--- src/rtl/tilt_pkg.sv ---
// Package for the accelerometer tilt-angle pipeline.
// Holds the shared widths, reset values, register indexes and the CORDIC arctangent table.
// It depends on nothing else.
package tilt_pkg;

   localparam int DEFAULT_SAMPLE_BITS      = 12;
   localparam int DEFAULT_ITERATION_STAGES = 16;

   // Configuration port
   localparam int CSR_WIDTH       = 12;
   localparam int CSR_INDEX_WIDTH = 1;
   localparam logic [CSR_WIDTH-1:0] ZERO_G_RESET       = 12'd2048;
   localparam logic [CSR_WIDTH-1:0] COUNTS_PER_G_RESET = 12'd246;

   typedef enum logic [CSR_INDEX_WIDTH-1:0] {
      CSR_ZERO_G       = 1'b0,
      CSR_COUNTS_PER_G = 1'b1
   } csr_index_type;

   // Result fields
   localparam int MAG_WIDTH   = 12;
   localparam logic [MAG_WIDTH-1:0] MAG_MAX = 12'd4095;
   localparam int ANGLE_WIDTH = 15;

   // Fixed-point scaling
   localparam int SCALE_SHIFT    = 8;
   localparam int RADICAND_SHIFT = 16;
   localparam int ANGLE_FRAC     = 12;
   localparam int ZACC_WIDTH     = 29;
   localparam int ATAN_ENTRIES   = 24;
   localparam logic signed [ZACC_WIDTH-1:0] ANGLE_90  = 29'sd36864000;
   localparam logic signed [ZACC_WIDTH-1:0] ANGLE_180 = 29'sd73728000;

   // atan(2^-i) in hundredths of a degree, scaled by 4096 and rounded
   function automatic logic signed [ZACC_WIDTH-1:0] atan_value(input logic [4:0] idx);
      logic signed [ZACC_WIDTH-1:0] val;
      case (idx)
         5'd0:    val = 29'sd18432000;
         5'd1:    val = 29'sd10881045;
         5'd2:    val = 29'sd5749245;
         5'd3:    val = 29'sd2918407;
         5'd4:    val = 29'sd1464867;
         5'd5:    val = 29'sd733147;
         5'd6:    val = 29'sd366663;
         5'd7:    val = 29'sd183343;
         5'd8:    val = 29'sd91673;
         5'd9:    val = 29'sd45837;
         5'd10:   val = 29'sd22918;
         5'd11:   val = 29'sd11459;
         5'd12:   val = 29'sd5730;
         5'd13:   val = 29'sd2865;
         5'd14:   val = 29'sd1432;
         5'd15:   val = 29'sd716;
         5'd16:   val = 29'sd358;
         5'd17:   val = 29'sd179;
         5'd18:   val = 29'sd90;
         5'd19:   val = 29'sd45;
         5'd20:   val = 29'sd22;
         5'd21:   val = 29'sd11;
         5'd22:   val = 29'sd6;
         5'd23:   val = 29'sd3;
         default: val = '0;
      endcase
      return val;
   endfunction

endpackage

--- src/rtl/tilt_div.sv ---
// Pipelined restoring divider, one quotient bit per register stage.
// Divides by a configuration value of CSR_WIDTH bits from tilt_pkg.
module tilt_div import tilt_pkg::*; #(
   parameter int NUM_BITS = 22
) (
   input  logic                 clock,
   input  logic                 adv,
   input  logic [NUM_BITS-1:0]  numer,
   input  logic [CSR_WIDTH-1:0] denom,
   output logic [NUM_BITS-1:0]  quot
);

   logic [NUM_BITS-1:0]  num_ff [NUM_BITS];
   logic [CSR_WIDTH-1:0] rem_ff [NUM_BITS];
   logic [NUM_BITS-1:0]  quo_ff [NUM_BITS];

   generate
      for (genvar k = 0; k < NUM_BITS; k++) begin : g_stage
         logic [NUM_BITS-1:0]  num_src;
         logic [CSR_WIDTH-1:0] rem_src;
         logic [NUM_BITS-1:0]  quo_src;
         logic [CSR_WIDTH:0]   rem_try;
         logic [CSR_WIDTH-1:0] rem_in;
         logic                 bit_in;

         if (k == 0) begin : g_first
            assign num_src = numer;
            assign rem_src = '0;
            assign quo_src = '0;
         end else begin : g_next
            assign num_src = num_ff[k-1];
            assign rem_src = rem_ff[k-1];
            assign quo_src = quo_ff[k-1];
         end

         // Shift in the next numerator bit and subtract where it fits.
         always_comb begin
            rem_try = {rem_src, num_src[NUM_BITS-1]};
            if (rem_try >= {1'b0, denom}) begin
               rem_in = CSR_WIDTH'(rem_try - {1'b0, denom});
               bit_in = 1'b1;
            end else begin
               rem_in = rem_try[CSR_WIDTH-1:0];
               bit_in = 1'b0;
            end
         end

         always_ff @(posedge clock) begin
            if (adv) begin
               num_ff[k] <= {num_src[NUM_BITS-2:0], 1'b0};
               rem_ff[k] <= rem_in;
               quo_ff[k] <= {quo_src[NUM_BITS-2:0], bit_in};
            end
         end
      end
   endgenerate

   assign quot = quo_ff[NUM_BITS-1];

endmodule

--- config.mk ---
export PLATFORM = sky130hd
export DESIGN_NAME = tilt_div
export DESIGN_NICKNAME = d
export VERILOG_FILES = /design/src/rtl/tilt_pkg.sv /design/src/rtl/tilt_div.sv
export SDC_FILE = /design/constraint.sdc
export NUM_CORES = 1
export LEC_CHECK = 0
export BUFFER_PORTS_ARGS = -buffer_cell sky130_fd_sc_hd__buf_2
export CAP_MARGIN = 20
export CORE_MARGIN = 2
export CORE_UTILIZATION = 57
export CTS_CLUSTER_DIAMETER = 40
export DETAILED_ROUTE_END_ITERATION = 6
export PLACE_DENSITY = 0.7
export SLEW_MARGIN = 20
export SYNTH_ARGS = -nofsm -noshare
export SYNTH_HDL_FRONTEND = slang
export SYNTH_SLANG_ARGS = --single-unit
--- constraint.sdc ---
create_clock -name clock -period 3.8 [get_ports clock]
set_clock_uncertainty 0.15 [all_clocks]
set_input_delay 0.38 -clock clock [delete_from_list [all_inputs] [get_ports clock]]
set_output_delay 0.38 -clock clock [all_outputs]
set_load 0.005 [all_outputs]
==> run metrics <==
root buffer cell clkbuf_16; DR iter-0 viols ~1500; Post-Syn Area ~37000 um2; setup total negative slack 0 ns; power per cell area around 830 nW/um2; largest net degree at the start of global routing 91; first-pass GRT wire length between 100000 and 150000 um; Async SR Flop Fraction 0; final hold vios 0; Tcrit/Tclk final 0.814; status complete, no violations; Post-Route Utilization 0.663; Starting Density 0.575; leakage power 0.0166 uW; share of cells above drive strength 1 0.176; Final WS setup between 0.7 and 0.8 ns; worst-skew pair later-pin latency roughly 0.65 ns; Distinct cells, synth just under 70; area delta synth->final 15.3%; # port buffers 57; Ports 58; VDD IR max about 0.0005 V; CP required a little over 4 ns; nets@finish about 3200; hold crit path type in2reg; dpl hpwl between 40000 and 50000 um; kind of critical path in2reg; Synth Register Bits about 740; H-tree depth 3; total chip power approximately 35000 uW; sequential-to-total area share from yosys stat 0.599; DIE HEIGHT ~260 um; post-CTS setup buffers 0; crit-path max FO 22; final setup fails 0; worst-margin pin slew ~0.92 ns; diode count 0; CP Launch Type primary input; maxcap violations 0; initial antenna violation count 0; number of global-route vias before repair between 20000 and 25000; clk sinks 736; Ys Warns 0; clock-pin slew on the worst setup and hold paths roughly 0.06 ns; Chip Width around 260 um; Die ar. approximately 67000 um2; CTS max path bufs 3; Residual DRC 0; Setup crit end kind flop; RSZ-0062 raised after global routing false; Multi-input gate area 14200 um2; Num CTS Buffers 107; gr usage total 0.221; Syn Inst Count 2713; FP Rows 93; DR vias around 23000; Slew headroom 0.386; Overflow after GRT 0; drt via density about 5.9; EDFF count, synth about 740; Primary FF master, synth edfxtp_1; number of fill cells between 4000 and 5000; Slew Viols, Final 0; Synth Area per Inst around 14 um2; CTS tree built; core area around 64000 um2; Fmax achieved approximately 320 MHz; Place WS roughly 0.39 ns; crit path DAT ~3.3 ns; Mapped Nets between 3000 and 4000; register area roughly 22000 um2; worst hold margin approximately 0.12 ns; Detail Route Antenna Nets 0; drt pass-1 iters 7; Tmin final between 3 and 4 ns; final wirelength about 74000 um; Final Wtd Congestion approximately 0.87; WL/cell around 19 um
-- final timing paths --
check                startpoint             to  slack [ns]  cells past startpoint
hold reg to reg   quo_ff[2][11]  quo_ff[2][34]        0.26                      0
setup reg to reg   rem_ff[2][1]  rem_ff[2][16]        0.97                      7
setup / recovery       denom[2]  rem_ff[2][16]        0.71                     11
hold / removal         denom[8]  rem_ff[0][10]        0.12                      3
-- worst max-delay path, cell delays in order --
cell	delay, ns
dlygate4sd3_1	0.52
buf_2	0.13
inv_1	0.07
buf_12	0.18
ha_1	0.39
and3_1	0.20
o21ai_1	0.11
and3_1	0.22
a211o_1	0.27
nand2_1	0.42
mux2_2	0.40
-- power by group --
group          switching [uW]  total [uW]  internal [uW]
sequential                889       12400          11500
clock                    3880        9530           5640
combinational            6750       13200           6470
total                   11500       35200          23600
-- layout make-up --
type | instances | area share
clock inverters | 84 | 0.0192
repair buffers | 141 | 0.0297
flip-flops and latches | 736 | 0.519
multi-input cells | 1834 | 0.334
clock buffers | 115 | 0.0641
inverters | 92 | 0.00817
well taps | 855 | 0.0251
-- per-layer routing --
layer  share of wire  track usage  vias up
met1            0.44        0.294    10900
met3           0.044       0.0367      167
li1                -            -    10900
met2            0.48        0.366      589
met5               0            0        -
met4           0.033       0.0806        0
-- sequential cells by signal (all words and copies together), names as in the netlist --
| signal | count |
|---|---|
| quo_ff | 253 |
| rem_ff | 252 |
| num_ff | 231 |
-- synthesized netlist by cell type (all sizes together) (23+ instances only) --
| cell | count | area [um2] |
|---|---|---|
| nor3 | 44 | 220 |
| a21oi | 130 | 658 |
| mux2i | 49 | 490 |
| buf | 29 | 163 |
| a21o | 72 | 548 |
| nand2 | 135 | 507 |
| nand2b | 48 | 300 |
| inv | 92 | 348 |
| mux2 | 191 | 2180 |
| a31oi | 58 | 363 |
| and3 | 56 | 350 |
| xnor2 | 104 | 911 |
| o21ai | 71 | 359 |
| nor2b | 23 | 144 |
| xor2 | 56 | 490 |
| ha | 254 | 3180 |
| edfxtp | 736 | 22100 |
| nand3b | 32 | 240 |
| nand3 | 100 | 500 |
| o21a | 23 | 173 |
| nor2 | 190 | 713 |
-- through the flow --
step,instances,cell area (um2)
6_report,3857,42600
5_1_grt,3857,42600
4_1_cts,3857,42600
3_5_place_dp,3633,38800
3_3_place_gp,3633,38800
2_1_floorplan,2713,36900
-- cell usage in the layout (no fill, tap or decap), types with 58 or more instances in the layout --
master and instances:
a21o_1 71, a21oi_1 128, a31oi_1 58, clkbuf_16 108, edfxtp_1 736, ha_1 254
inv_1 87, mux2_2 182, nand2_1 135, nand3_1 100, nor2_1 190, o21ai_0 68
xnor2_1 104
-- logic make-up (layout without fill, tap and decap cells) --
family	count (synthesis)	after routing	share of synthesized area
xor gates and xnor gates	160	160	0.0380
muxes	240	240	0.0725
AOI/OAI and AO/OA	487	487	0.0890
adders and majority gates	274	274	0.0969
DFF	736	736	0.599
buffers and inverters	143	432	0.0161
and+or+nand+nor	673	673	0.0889
-- timing repair --
item	in CTS	in global routing
hold buffers	25	0
hold endpoints to repair	24	0
resized for setup	0	0
Power figures use the tool's default switching activity.
