File: src/rtl/tilt_pkg.sv
// Package for the accelerometer tilt-angle pipeline.
// Holds the shared widths, reset values, register indexes and the CORDIC arctangent table.
// It depends on nothing else.
package tilt_pkg;

   localparam int DEFAULT_SAMPLE_BITS      = 12;
   localparam int DEFAULT_ITERATION_STAGES = 16;

   // Configuration port
   localparam int CSR_WIDTH       = 12;
   localparam int CSR_INDEX_WIDTH = 1;
   localparam logic [CSR_WIDTH-1:0] ZERO_G_RESET       = 12'd2048;
   localparam logic [CSR_WIDTH-1:0] COUNTS_PER_G_RESET = 12'd246;

   typedef enum logic [CSR_INDEX_WIDTH-1:0] {
      CSR_ZERO_G       = 1'b0,
      CSR_COUNTS_PER_G = 1'b1
   } csr_index_type;

   // Result fields
   localparam int MAG_WIDTH   = 12;
   localparam logic [MAG_WIDTH-1:0] MAG_MAX = 12'd4095;
   localparam int ANGLE_WIDTH = 15;

   // Fixed-point scaling
   localparam int SCALE_SHIFT    = 8;
   localparam int RADICAND_SHIFT = 16;
   localparam int ANGLE_FRAC     = 12;
   localparam int ZACC_WIDTH     = 29;
   localparam int ATAN_ENTRIES   = 24;
   localparam logic signed [ZACC_WIDTH-1:0] ANGLE_90  = 29'sd36864000;
   localparam logic signed [ZACC_WIDTH-1:0] ANGLE_180 = 29'sd73728000;

   // atan(2^-i) in hundredths of a degree, scaled by 4096 and rounded
   function automatic logic signed [ZACC_WIDTH-1:0] atan_value(input logic [4:0] idx);
      logic signed [ZACC_WIDTH-1:0] val;
      case (idx)
         5'd0:    val = 29'sd18432000;
         5'd1:    val = 29'sd10881045;
         5'd2:    val = 29'sd5749245;
         5'd3:    val = 29'sd2918407;
         5'd4:    val = 29'sd1464867;
         5'd5:    val = 29'sd733147;
         5'd6:    val = 29'sd366663;
         5'd7:    val = 29'sd183343;
         5'd8:    val = 29'sd91673;
         5'd9:    val = 29'sd45837;
         5'd10:   val = 29'sd22918;
         5'd11:   val = 29'sd11459;
         5'd12:   val = 29'sd5730;
         5'd13:   val = 29'sd2865;
         5'd14:   val = 29'sd1432;
         5'd15:   val = 29'sd716;
         5'd16:   val = 29'sd358;
         5'd17:   val = 29'sd179;
         5'd18:   val = 29'sd90;
         5'd19:   val = 29'sd45;
         5'd20:   val = 29'sd22;
         5'd21:   val = 29'sd11;
         5'd22:   val = 29'sd6;
         5'd23:   val = 29'sd3;
         default: val = '0;
      endcase
      return val;
   endfunction

endpackage

File: src/rtl/tilt_sqrt.sv
// Pipelined integer square root, one result bit per register stage.
// Depends on tilt_pkg only through the common import.
module tilt_sqrt import tilt_pkg::*; #(
   parameter int ROOT_BITS = 21
) (
   input  logic                   clock,
   input  logic                   adv,
   input  logic [2*ROOT_BITS-1:0] radicand,
   output logic [ROOT_BITS-1:0]   root
);

   localparam int RAD_BITS = 2 * ROOT_BITS;
   localparam int REM_BITS = ROOT_BITS + 3;

   logic [RAD_BITS-1:0]  rad_ff  [ROOT_BITS];
   logic [REM_BITS-1:0]  rem_ff  [ROOT_BITS];
   logic [ROOT_BITS-1:0] root_ff [ROOT_BITS];

   generate
      for (genvar k = 0; k < ROOT_BITS; k++) begin : g_stage
         logic [RAD_BITS-1:0]  rad_src;
         logic [REM_BITS-1:0]  rem_src;
         logic [ROOT_BITS-1:0] root_src;
         logic [REM_BITS-1:0]  rem_try;
         logic [REM_BITS-1:0]  trial;
         logic [REM_BITS-1:0]  rem_in;
         logic [ROOT_BITS-1:0] root_in;

         if (k == 0) begin : g_first
            assign rad_src  = radicand;
            assign rem_src  = '0;
            assign root_src = '0;
         end else begin : g_next
            assign rad_src  = rad_ff[k-1];
            assign rem_src  = rem_ff[k-1];
            assign root_src = root_ff[k-1];
         end

         // Bring down the next two radicand bits and try the next root bit.
         always_comb begin
            rem_try = {rem_src[REM_BITS-3:0], rad_src[RAD_BITS-1:RAD_BITS-2]};
            trial   = {1'b0, root_src, 2'b01};
            if (rem_try >= trial) begin
               rem_in  = rem_try - trial;
               root_in = {root_src[ROOT_BITS-2:0], 1'b1};
            end else begin
               rem_in  = rem_try;
               root_in = {root_src[ROOT_BITS-2:0], 1'b0};
            end
         end

         always_ff @(posedge clock) begin
            if (adv) begin
               rad_ff[k]  <= {rad_src[RAD_BITS-3:0], 2'b00};
               rem_ff[k]  <= rem_in;
               root_ff[k] <= root_in;
            end
         end
      end
   endgenerate

   assign root = root_ff[ROOT_BITS-1];

endmodule

File: config.mk
export PLATFORM = sky130hd
export DESIGN_NAME = tilt_sqrt
export DESIGN_NICKNAME = d
export VERILOG_FILES = /design/src/rtl/tilt_pkg.sv /design/src/rtl/tilt_sqrt.sv
export SDC_FILE = /design/constraint.sdc
export NUM_CORES = 1
export LEC_CHECK = 0
export CAP_MARGIN = 15
export CORE_ASPECT_RATIO = 1.4
export CORE_UTILIZATION = 50
export CTS_BUF_LIST = sky130_fd_sc_hd__clkbuf_8
export DETAILED_ROUTE_END_ITERATION = 10
export DONT_BUFFER_PORTS = 1
export SLEW_MARGIN = 10
export SYNTH_ARGS = -nofsm -noshare
export SYNTH_HDL_FRONTEND = slang
export SYNTH_SLANG_ARGS = --single-unit
File: constraint.sdc
create_clock -name clock -period 9.41 [get_ports clock]
set_clock_uncertainty 0.2 [all_clocks]
set_input_delay 0.4705 -clock clock [delete_from_list [all_inputs] [get_ports clock]]
set_output_delay 0.4705 -clock clock [all_outputs]
set_load 0.01 [all_outputs]
==> reports/results.ini <==
[place]
dpl-instance-area_sq_um = 50400
gp_congestion = 0.885
port_buffers = 0
preCtsSetupSlack_ns = 5.57
hpwl_um = 61400

[cts]
htreeDepth = 4
cts_tree = yes
max-clock-path-buffers = 3
path_clk_slew_ns = 0.06
cts_buffers = 166
clk_latency_ns = 0.86
cts_sinks = 1063
root_buffer = clkbuf_8
cts_resized = 0

[critical_path]
r2r_cells = 10
endpoint_kind = flip-flop
crit_path_max_fanout = 37
path_class = flip-flop to flip-flop
start_kind = flip-flop
timing.rr.end = rem_ff[4][90]
crit_path_start = rem_ff[4][48]
rrSetupSlack_ns = 5.57
cp.arrival_ns = 4.22
worstPathRequired_ns = 9.79
reg2reg_from = rem_ff[4][48]
crit_end = rem_ff[4][90]

[layout]
fin_area_sq_um = 54600
drive_gt1_share_pct = 7.57
area_growth_pct = 11.6
final_nets = 4200

[global_routing]
gr-usage-met2_pct = 37.8
overflow = 0
grtUsageTotal_pct = 18.2
grt_pass1_vias = 28799
met1_usage_pct = 15.7
grt_max_degree = 1064
grtUsageMet3_pct = 3.61
grt_antenna_before_repair = 2
busiest_layer = met2
grt_pass1_wl_um = 141000

[logic_synthesis]
synth-edff-count = 1063
ys_seq_area_share_pct = 65.3
synth_cells = 3688
yosysWarnings = 0
synthTopCellsByCount = 1063 x edfxtp_1, 305 x inv_1, 253 x ha_1, 236 x a21oi_1, 227 x nor2_1
ys_top_cells_by_area = edfxtp_1 65%, ha_1 6.5%, xor2_1 2.9%, xnor2_1 2.8%, a21oi_1 2.4%
syn-cell-area_sq_um = 48900
syn_nets = 3985
async_reset_ff_share_pct = 0
synth_top_area_share_pct = 65.3
syn_area_per_cell_sq_um = 13.3
synth_most_common_cell = edfxtp_1
ys_ff_latch = 1063
ys.flop_type = edfxtp_1
synth_cell_types = 88
synth.largest_area_cell = edfxtp_1

[timing]
fin_ws_ns = 5.57
drv_slew = 0
fmaxAchievable_ghz = 0.260
setup_viol = 0
worstMarginPinSlew_ns = 1.07
slew_headroom_pct = 28.8
rsz0062_at_grt = no
period_share_pct = 40.8
finalCriticalPeriod_ns = 3.84
fin_setup_tns_ns = 0
finalHoldViolations = 0

[routing]
postRouteWirelength_um = 90200
routedWlPerCell_um = 16.9
dr.pass1.iters = 6
via_per_inst = 5.35
drc = 0
drtIter0Drc = 1453
via_count = 28524
drtAntennaViolNets = 0

[worst_hold_path]
hp-class = primary input to flip-flop

[run_status]
status = completed

[die]
fp-row-count = 135
start_util_pct = 50.5
die_x_um = 266
die_area_sq_um = 99100
core_area_sq_um = 96800
io_pins = 65
dieHeight_um = 372

[power]
peakVddDrop_uv = 154
p_per_area_nw_per_um2 = 221
leakage_nw = 21.1

[job]
maxCapViolations = 0

[placed cells by master, fill, tap and decap left out, drive strengths merged, types with 155 or more instances in the layout]
cell type  count
a21oi        236
clkbuf       166
edfxtp      1063
ha           253
inv          371
nand2        226
nor2         227
o21ai        190
xnor2        155
xor2         160
[per-stage QoR]
step                total power, mW  instances  hold slack (ns)  utilization (%)
finish                         12.1       5330           0.0452             56.4
detailed placement             8.31       4948            0.205             52.1
CTS                            12.1       5321           -0.531             56.2
floorplan                      7.77       3688            0.200                -
global route                   12.7       5330         0.000543             56.4
global placement               8.28       4947            0.200             52.1
[report_power, final]
group	leakage, nW	internal [mW]	switching (mW)
logic	9.09	0.919	1.18
clock network	1.81	1.92	1.81
registers	10.2	5.92	0.310
[worst min path at each step]
stage                    from        endpoint  slack, ns  depth (start not counted)
3_5_place_dp    rad_ff[0][77]  rad_ff[0][119]       0.20                          0
2_1_floorplan   rad_ff[0][58]  rad_ff[0][100]       0.20                          0
4_1_cts                   adv   rad_ff[0][38]      -0.53                          0
3_3_place_gp   rad_ff[3][153]   rad_ff[4][35]       0.20                          0
5_1_grt                   adv   rad_ff[0][95]     0.0005                          1
6_report                  adv   rad_ff[0][92]       0.05                          1
[kinds of logic (layout without fill, tap and decap cells)]
family,after synthesis,in the layout,share of synthesized area [%]
fa+ha+maj,253,253,6.47
compound gates,743,743,9.47
flops,1063,1063,65.3
other cells,1,3,0.00767
simple gates,906,906,9.27
buf+inv,360,699,2.82
mux,47,47,1.06
xor+xnor,315,315,5.64
[area by class of cell]
type / count / area, sq um
Multi-Input combinational cell: 2265 / 15600
Fill cell: 7942 / 42200
Clock buffer: 166 / 2280
Timing Repair Buffer: 102 / 1090
Antenna cell: 2 / 5.00
Clock inverter: 126 / 876
Tap cell: 1301 / 1630
Sequential cell: 1063 / 31900
Inverter: 305 / 1140
[flip-flops by register name, indices dropped and copies added (netlist names)]
name / flops
rem_ff: 412
root_ff: 231
rad_ff: 420
[critical path: stages (launching register included)]
cell      delay [ns]
edfxtp_1        0.39
ha_1            0.36
nor2b_1         0.16
o21ai_0         0.23
a21oi_1         0.16
o21ai_0         0.60
a31oi_1         0.41
a21boi_2        0.22
buf_4           0.35
inv_1           0.18
mux2_2          0.30
[what timing repair did]
item	CTS	global route
setup buffers	0	0
hold buffers	81	2
hold endpoints to repair	1106	167
[per-layer routing]
layer	vias up	part of all wire (%)
met5	-	0
met4	0	4.3
met3	236	2.8
met2	443	59
met1	13714	33
li1	14131	-
Note: power is estimated with default switching activity, not from simulation.
