[config.mk]
export PLATFORM = sky130hd
export DESIGN_NAME = tilt_cordic
export DESIGN_NICKNAME = d
export VERILOG_FILES = /design/src/rtl/tilt_pkg.sv /design/src/rtl/tilt_cordic.sv
export SDC_FILE = /design/constraint.sdc
export NUM_CORES = 2
export LEC_CHECK = 0
export CORE_ASPECT_RATIO = 1.5
export CORE_UTILIZATION = 70
export CTS_CLUSTER_DIAMETER = 150
export DETAILED_ROUTE_END_ITERATION = 10
export DONT_BUFFER_PORTS = 1
export PLACE_DENSITY_LB_ADDON = 0.3
export SLEW_MARGIN = 15
export SYNTH_ARGS = -nofsm -noshare
export SYNTH_HDL_FRONTEND = slang
export SYNTH_SLANG_ARGS = --single-unit
[constraint.sdc]
create_clock -name clock -period 9.6 [get_ports clock]
set_input_delay 0.96 -clock clock [delete_from_list [all_inputs] [get_ports clock]]
set_output_delay 0.96 -clock clock [all_outputs]
set_load 0.1 [all_outputs]
[src/rtl/tilt_pkg.sv]
// Package for the accelerometer tilt-angle pipeline.
// Holds the shared widths, reset values, register indexes and the CORDIC arctangent table.
// It depends on nothing else.
package tilt_pkg;

   localparam int DEFAULT_SAMPLE_BITS      = 12;
   localparam int DEFAULT_ITERATION_STAGES = 16;

   // Configuration port
   localparam int CSR_WIDTH       = 12;
   localparam int CSR_INDEX_WIDTH = 1;
   localparam logic [CSR_WIDTH-1:0] ZERO_G_RESET       = 12'd2048;
   localparam logic [CSR_WIDTH-1:0] COUNTS_PER_G_RESET = 12'd246;

   typedef enum logic [CSR_INDEX_WIDTH-1:0] {
      CSR_ZERO_G       = 1'b0,
      CSR_COUNTS_PER_G = 1'b1
   } csr_index_type;

   // Result fields
   localparam int MAG_WIDTH   = 12;
   localparam logic [MAG_WIDTH-1:0] MAG_MAX = 12'd4095;
   localparam int ANGLE_WIDTH = 15;

   // Fixed-point scaling
   localparam int SCALE_SHIFT    = 8;
   localparam int RADICAND_SHIFT = 16;
   localparam int ANGLE_FRAC     = 12;
   localparam int ZACC_WIDTH     = 29;
   localparam int ATAN_ENTRIES   = 24;
   localparam logic signed [ZACC_WIDTH-1:0] ANGLE_90  = 29'sd36864000;
   localparam logic signed [ZACC_WIDTH-1:0] ANGLE_180 = 29'sd73728000;

   // atan(2^-i) in hundredths of a degree, scaled by 4096 and rounded
   function automatic logic signed [ZACC_WIDTH-1:0] atan_value(input logic [4:0] idx);
      logic signed [ZACC_WIDTH-1:0] val;
      case (idx)
         5'd0:    val = 29'sd18432000;
         5'd1:    val = 29'sd10881045;
         5'd2:    val = 29'sd5749245;
         5'd3:    val = 29'sd2918407;
         5'd4:    val = 29'sd1464867;
         5'd5:    val = 29'sd733147;
         5'd6:    val = 29'sd366663;
         5'd7:    val = 29'sd183343;
         5'd8:    val = 29'sd91673;
         5'd9:    val = 29'sd45837;
         5'd10:   val = 29'sd22918;
         5'd11:   val = 29'sd11459;
         5'd12:   val = 29'sd5730;
         5'd13:   val = 29'sd2865;
         5'd14:   val = 29'sd1432;
         5'd15:   val = 29'sd716;
         5'd16:   val = 29'sd358;
         5'd17:   val = 29'sd179;
         5'd18:   val = 29'sd90;
         5'd19:   val = 29'sd45;
         5'd20:   val = 29'sd22;
         5'd21:   val = 29'sd11;
         5'd22:   val = 29'sd6;
         5'd23:   val = 29'sd3;
         default: val = '0;
      endcase
      return val;
   endfunction

endpackage

[src/rtl/tilt_cordic.sv]
// Vectoring CORDIC that turns an axis count and its perpendicular part into an angle.
// Uses the arctangent table and angle constants of tilt_pkg.
module tilt_cordic import tilt_pkg::*; #(
   parameter int SAMPLE_BITS = DEFAULT_SAMPLE_BITS,
   parameter int ROOT_BITS   = DEFAULT_SAMPLE_BITS + 9,
   parameter int NUM_STAGES  = DEFAULT_ITERATION_STAGES
) (
   input  logic                          clock,
   input  logic                          adv,
   input  logic signed [SAMPLE_BITS:0]   axis,
   input  logic        [ROOT_BITS-1:0]   perp,
   output logic        [ANGLE_WIDTH-1:0] angle
);

   localparam int XW = ROOT_BITS + 3;

   logic signed [XW-1:0]         x_ff [NUM_STAGES+1];
   logic signed [XW-1:0]         y_ff [NUM_STAGES+1];
   logic signed [ZACC_WIDTH-1:0] z_ff [NUM_STAGES+1];
   logic        [ANGLE_WIDTH-1:0] angle_ff;

   logic signed [XW-1:0] axis_scaled;
   logic signed [XW-1:0] perp_ext;

   // Pre-rotation: a negative axis is turned by 90 degrees first.
   assign axis_scaled = XW'(axis) <<< SCALE_SHIFT;
   assign perp_ext    = signed'(XW'(perp));

   always_ff @(posedge clock) begin
      if (adv) begin
         if (axis < 0) begin
            x_ff[0] <= perp_ext;
            y_ff[0] <= -axis_scaled;
            z_ff[0] <= ANGLE_90;
         end else begin
            x_ff[0] <= axis_scaled;
            y_ff[0] <= perp_ext;
            z_ff[0] <= '0;
         end
      end
   end

   // One micro-rotation per stage, driving y towards zero.
   generate
      for (genvar i = 0; i < NUM_STAGES; i++) begin : g_iter
         logic signed [XW-1:0] xs;
         logic signed [XW-1:0] ys;

         assign xs = x_ff[i] >>> i;
         assign ys = y_ff[i] >>> i;

         always_ff @(posedge clock) begin
            if (adv) begin
               if (y_ff[i] > 0) begin
                  x_ff[i+1] <= x_ff[i] + ys;
                  y_ff[i+1] <= y_ff[i] - xs;
                  z_ff[i+1] <= z_ff[i] + atan_value(5'(i));
               end else begin
                  x_ff[i+1] <= x_ff[i] - ys;
                  y_ff[i+1] <= y_ff[i] + xs;
                  z_ff[i+1] <= z_ff[i] - atan_value(5'(i));
               end
            end
         end
      end
   endgenerate

   // Clamp to the half turn and round half up to a hundredth of a degree.
   logic signed [ZACC_WIDTH-1:0] z_clamped;
   logic        [ZACC_WIDTH-1:0] z_rounded;

   always_comb begin
      if (z_ff[NUM_STAGES] < 0) begin
         z_clamped = '0;
      end else if (z_ff[NUM_STAGES] > ANGLE_180) begin
         z_clamped = ANGLE_180;
      end else begin
         z_clamped = z_ff[NUM_STAGES];
      end
      z_rounded = unsigned'(z_clamped) + ZACC_WIDTH'(1 << (ANGLE_FRAC - 1));
   end

   always_ff @(posedge clock) begin
      if (adv) begin
         angle_ff <= z_rounded[ANGLE_FRAC+ANGLE_WIDTH-1:ANGLE_FRAC];
      end
   end

   assign angle = angle_ff;

endmodule

==> qor.yml <==
outcome:
  outcome: "finished, final reports clean"
routing:
  drtPass1Iterations: 6
  vias: 73750
  ant_nets: 0
  drc: 0
  post_drt_wl_per_cell_microns: 21.26
  first_iter_violations: 5116
  viasPerCell: 6.478
  totalWireLength_mm: 242.0
worst_setup_path:
  required_ns: 10.11
  crit_path_top_delay_cell: "a2111oi_0"
  crit_type: "primary input to flop"
  crit_arrival_ns: 8.23
  cp_top_family: "buffers and inverters"
  reg2reg_from: "y_ff[9][11]"
  cpPeakStageDelay_ns: 0.79
  startpoint: "adv"
  path_buf_inv: 5
  cp_max_fo: 197
  cpMostUsedCell: "buf_16"
  cp_cell_sequence: "buf_16 -> buf_16 -> buf_16 -> buf_16 -> o21ai_2 -> inv_2 -> nor2_1 -> xor2_1 -> ha_1 -> a21oi_1 -> o21bai_1 -> a21oi_1 -> o21ai_0 -> a2111oi_0 -> nor3b_1 -> o41ai_1 -> a21oi_1 -> o21a_1 -> nor2_1 -> xnor2_1"
  start_kind: "primary input"
  crit_path_end_kind: "flop"
timing:
  hold_ws_ns: 0.3119
  slew_violations: 0
  tightest_slew_ns: 1.279
  finalSetupViolCount: 0
  finalHoldViolations: 0
  fmax_mhz: 129.6
  rsz0062_at_grt: "false"
  finalCritPeriodShare_pct: 80.37
  skew_ns: 0.03306
  min_period_ns: 7.715
  slew_headroom_pct: 14.71
  tns_ns: 0
cts:
  insertion_delay_ns: 0.78
  cts_hold_buf: 0
  root_buffer: "clkbuf_16"
  cts_tree: "done"
  numClockSinks: 1143
  cts_made_buffers: 117
  cts-resized-gates: 0
  cts_setup_buffers: 0
  cts_buffer_depth: 3
  path_clk_slew_ns: 0.06
  cts_max_level: 3
global_route:
  grt_start_max_net_pins: 1206
  antenna_found_initial: 2
  grt_pass1_wl_mm: 378.6
  overflow: 0
  grtUsageTotal_pct: 35.28
  grt_pass1_vias: 74243
yosys:
  synth_top_cells_by_count: "edfxtp_1 (1143), ha_1 (1097), xnor2_1 (872)"
  synthFlopType: "edfxtp_1"
  yosysWarnings: 0
  yosys.area.top_type: "edfxtp_1"
  synth_top_area_share_pct: 36.87
  ys_ff_latch: 1143
  synth_most_common_cell: "edfxtp_1"
  synth_area_leaders: "edfxtp_1 (37%), ha_1 (15%), xnor2_1 (8.2%)"
  synth_area_sq_mm: 0.09310
  synth_cells: 9544
  yosysSeqAreaShare_pct: 36.87
  ys_async_sr_fraction_pct: 0
  synth_edf_count: 1143
  avgSynthCellArea_sq_um: 9.755
  synth_nets: 10714
  synth.distinct_cells: 96
min_path:
  hold_path_class: "primary input to flop"
  holdCritStartpoint: "adv"
floorplanning:
  start_util_pct: 70.67
  fp.dieW_microns: 299.8
  die_h_microns: 448.7
  ios: 51
  core_sq_mm: 0.1317
  die_area_sq_mm: 0.1345
  fp-row-count: 163
final_layout:
  regArea_sq_mm: 0.03432
  drive_gt1_share_pct: 3.710
  multi_input_area_sq_mm: 0.05648
  syn_to_final_growth_pct: 6.467
  fin_util_pct: 75.24
  nNetsFinal: 10725
  fillers: 9079
  finalInstanceArea_sq_mm: 0.09912
placement:
  hpwl_mm: 184.4
  gp_congestion: 1.029
  dpl_cell_area_sq_mm: 0.09499
  io_buffer_count: 0
job:
  maxCapViolCount: 0
state kept, by name (all words and copies together), names as in the netlist:
| register | count |
|---|---|
| z_ff | 401 |
| angle | 15 |
| y_ff | 383 |
| x_ff | 344 |
final timing paths:
kind / cells past startpoint / slack (ns) / end
min reg2reg: 0 / 0.42 / z_ff[15][2]
min: 0 / 0.31 / x_ff[14][15]
max: 20 / 1.88 / y_ff[6][20]
max reg2reg: 22 / 2.59 / y_ff[10][20]
layout by cell type, fill, tap and decap left out, types with 22 or more instances in the layout:
cell       instances
o41ai_1           43
nor3b_1           25
o21bai_1         130
o31ai_1          130
a21oi_1          835
a21boi_0          43
xor2_1           427
o21ai_0          511
a21o_1           326
o31a_1            22
nand2b_1         138
and2_1            61
or2_2             30
nor3_1           245
buf_4             33
nand3_1          153
clkinv_1          22
xnor2_1          872
fa_1              37
clkbuf_16        118
or4_1             32
and3_1            97
or3_1             88
nor2_1           792
o21a_1           169
inv_1            464
a31o_2            24
a31oi_1           93
nand2_1          556
o211ai_1          35
nor2b_1          135
a211o_1           23
ha_1            1097
mux2i_1           44
nand4_1           51
mux2_2            25
nor4_1            85
a211oi_1          74
edfxtp_1        1143
kinds of logic after synthesis:
family                     synth area share [%]
DFF                                       36.87
buffers and inverters                     2.524
adders and majority gates                 15.54
muxes                                    0.7754
other                                  0.004028
xor gates and xnor gates                  12.22
AOI/OAI and AO/OA                         18.69
and+or+nand+nor                           13.39
final cells by class:
class | count | area share (%)
Multi-Input combinational cell | 7778 | 56.98
Antenna cell | 2 | 0.005049
Clock inverter | 76 | 0.8533
Inverter | 471 | 1.784
Tap cell | 1732 | 2.186
Clock buffer | 138 | 3.055
Sequential cell | 1143 | 34.63
Timing Repair Buffer | 44 | 0.5074
layer usage:
| layer | part of all wire [%] | track usage (%) | vias up |
|---|---|---|---|
| met2 | 53 | 67.13 | 2271 |
| met5 | 0.0054 | 0 | - |
| met3 | 4.3 | 4.907 | 968 |
| met4 | 8.8 | 28.48 | 2 |
| li1 | - | - | 35382 |
| met1 | 33 | 32.99 | 35127 |
stage by stage:
stage | setup slack (ns) | instances
5_1_grt | 1.396 | 11383
3_3_place_gp | 2.732 | 11157
4_1_cts | 2.674 | 11371
2_1_floorplan | 4.040 | 9544
6_report | 1.885 | 11384
3_5_place_dp | 2.702 | 11157
Power is left out: the tool's default activity adds up to more than one toggle a clock period on the data nets, which glitch-free logic cannot reach.
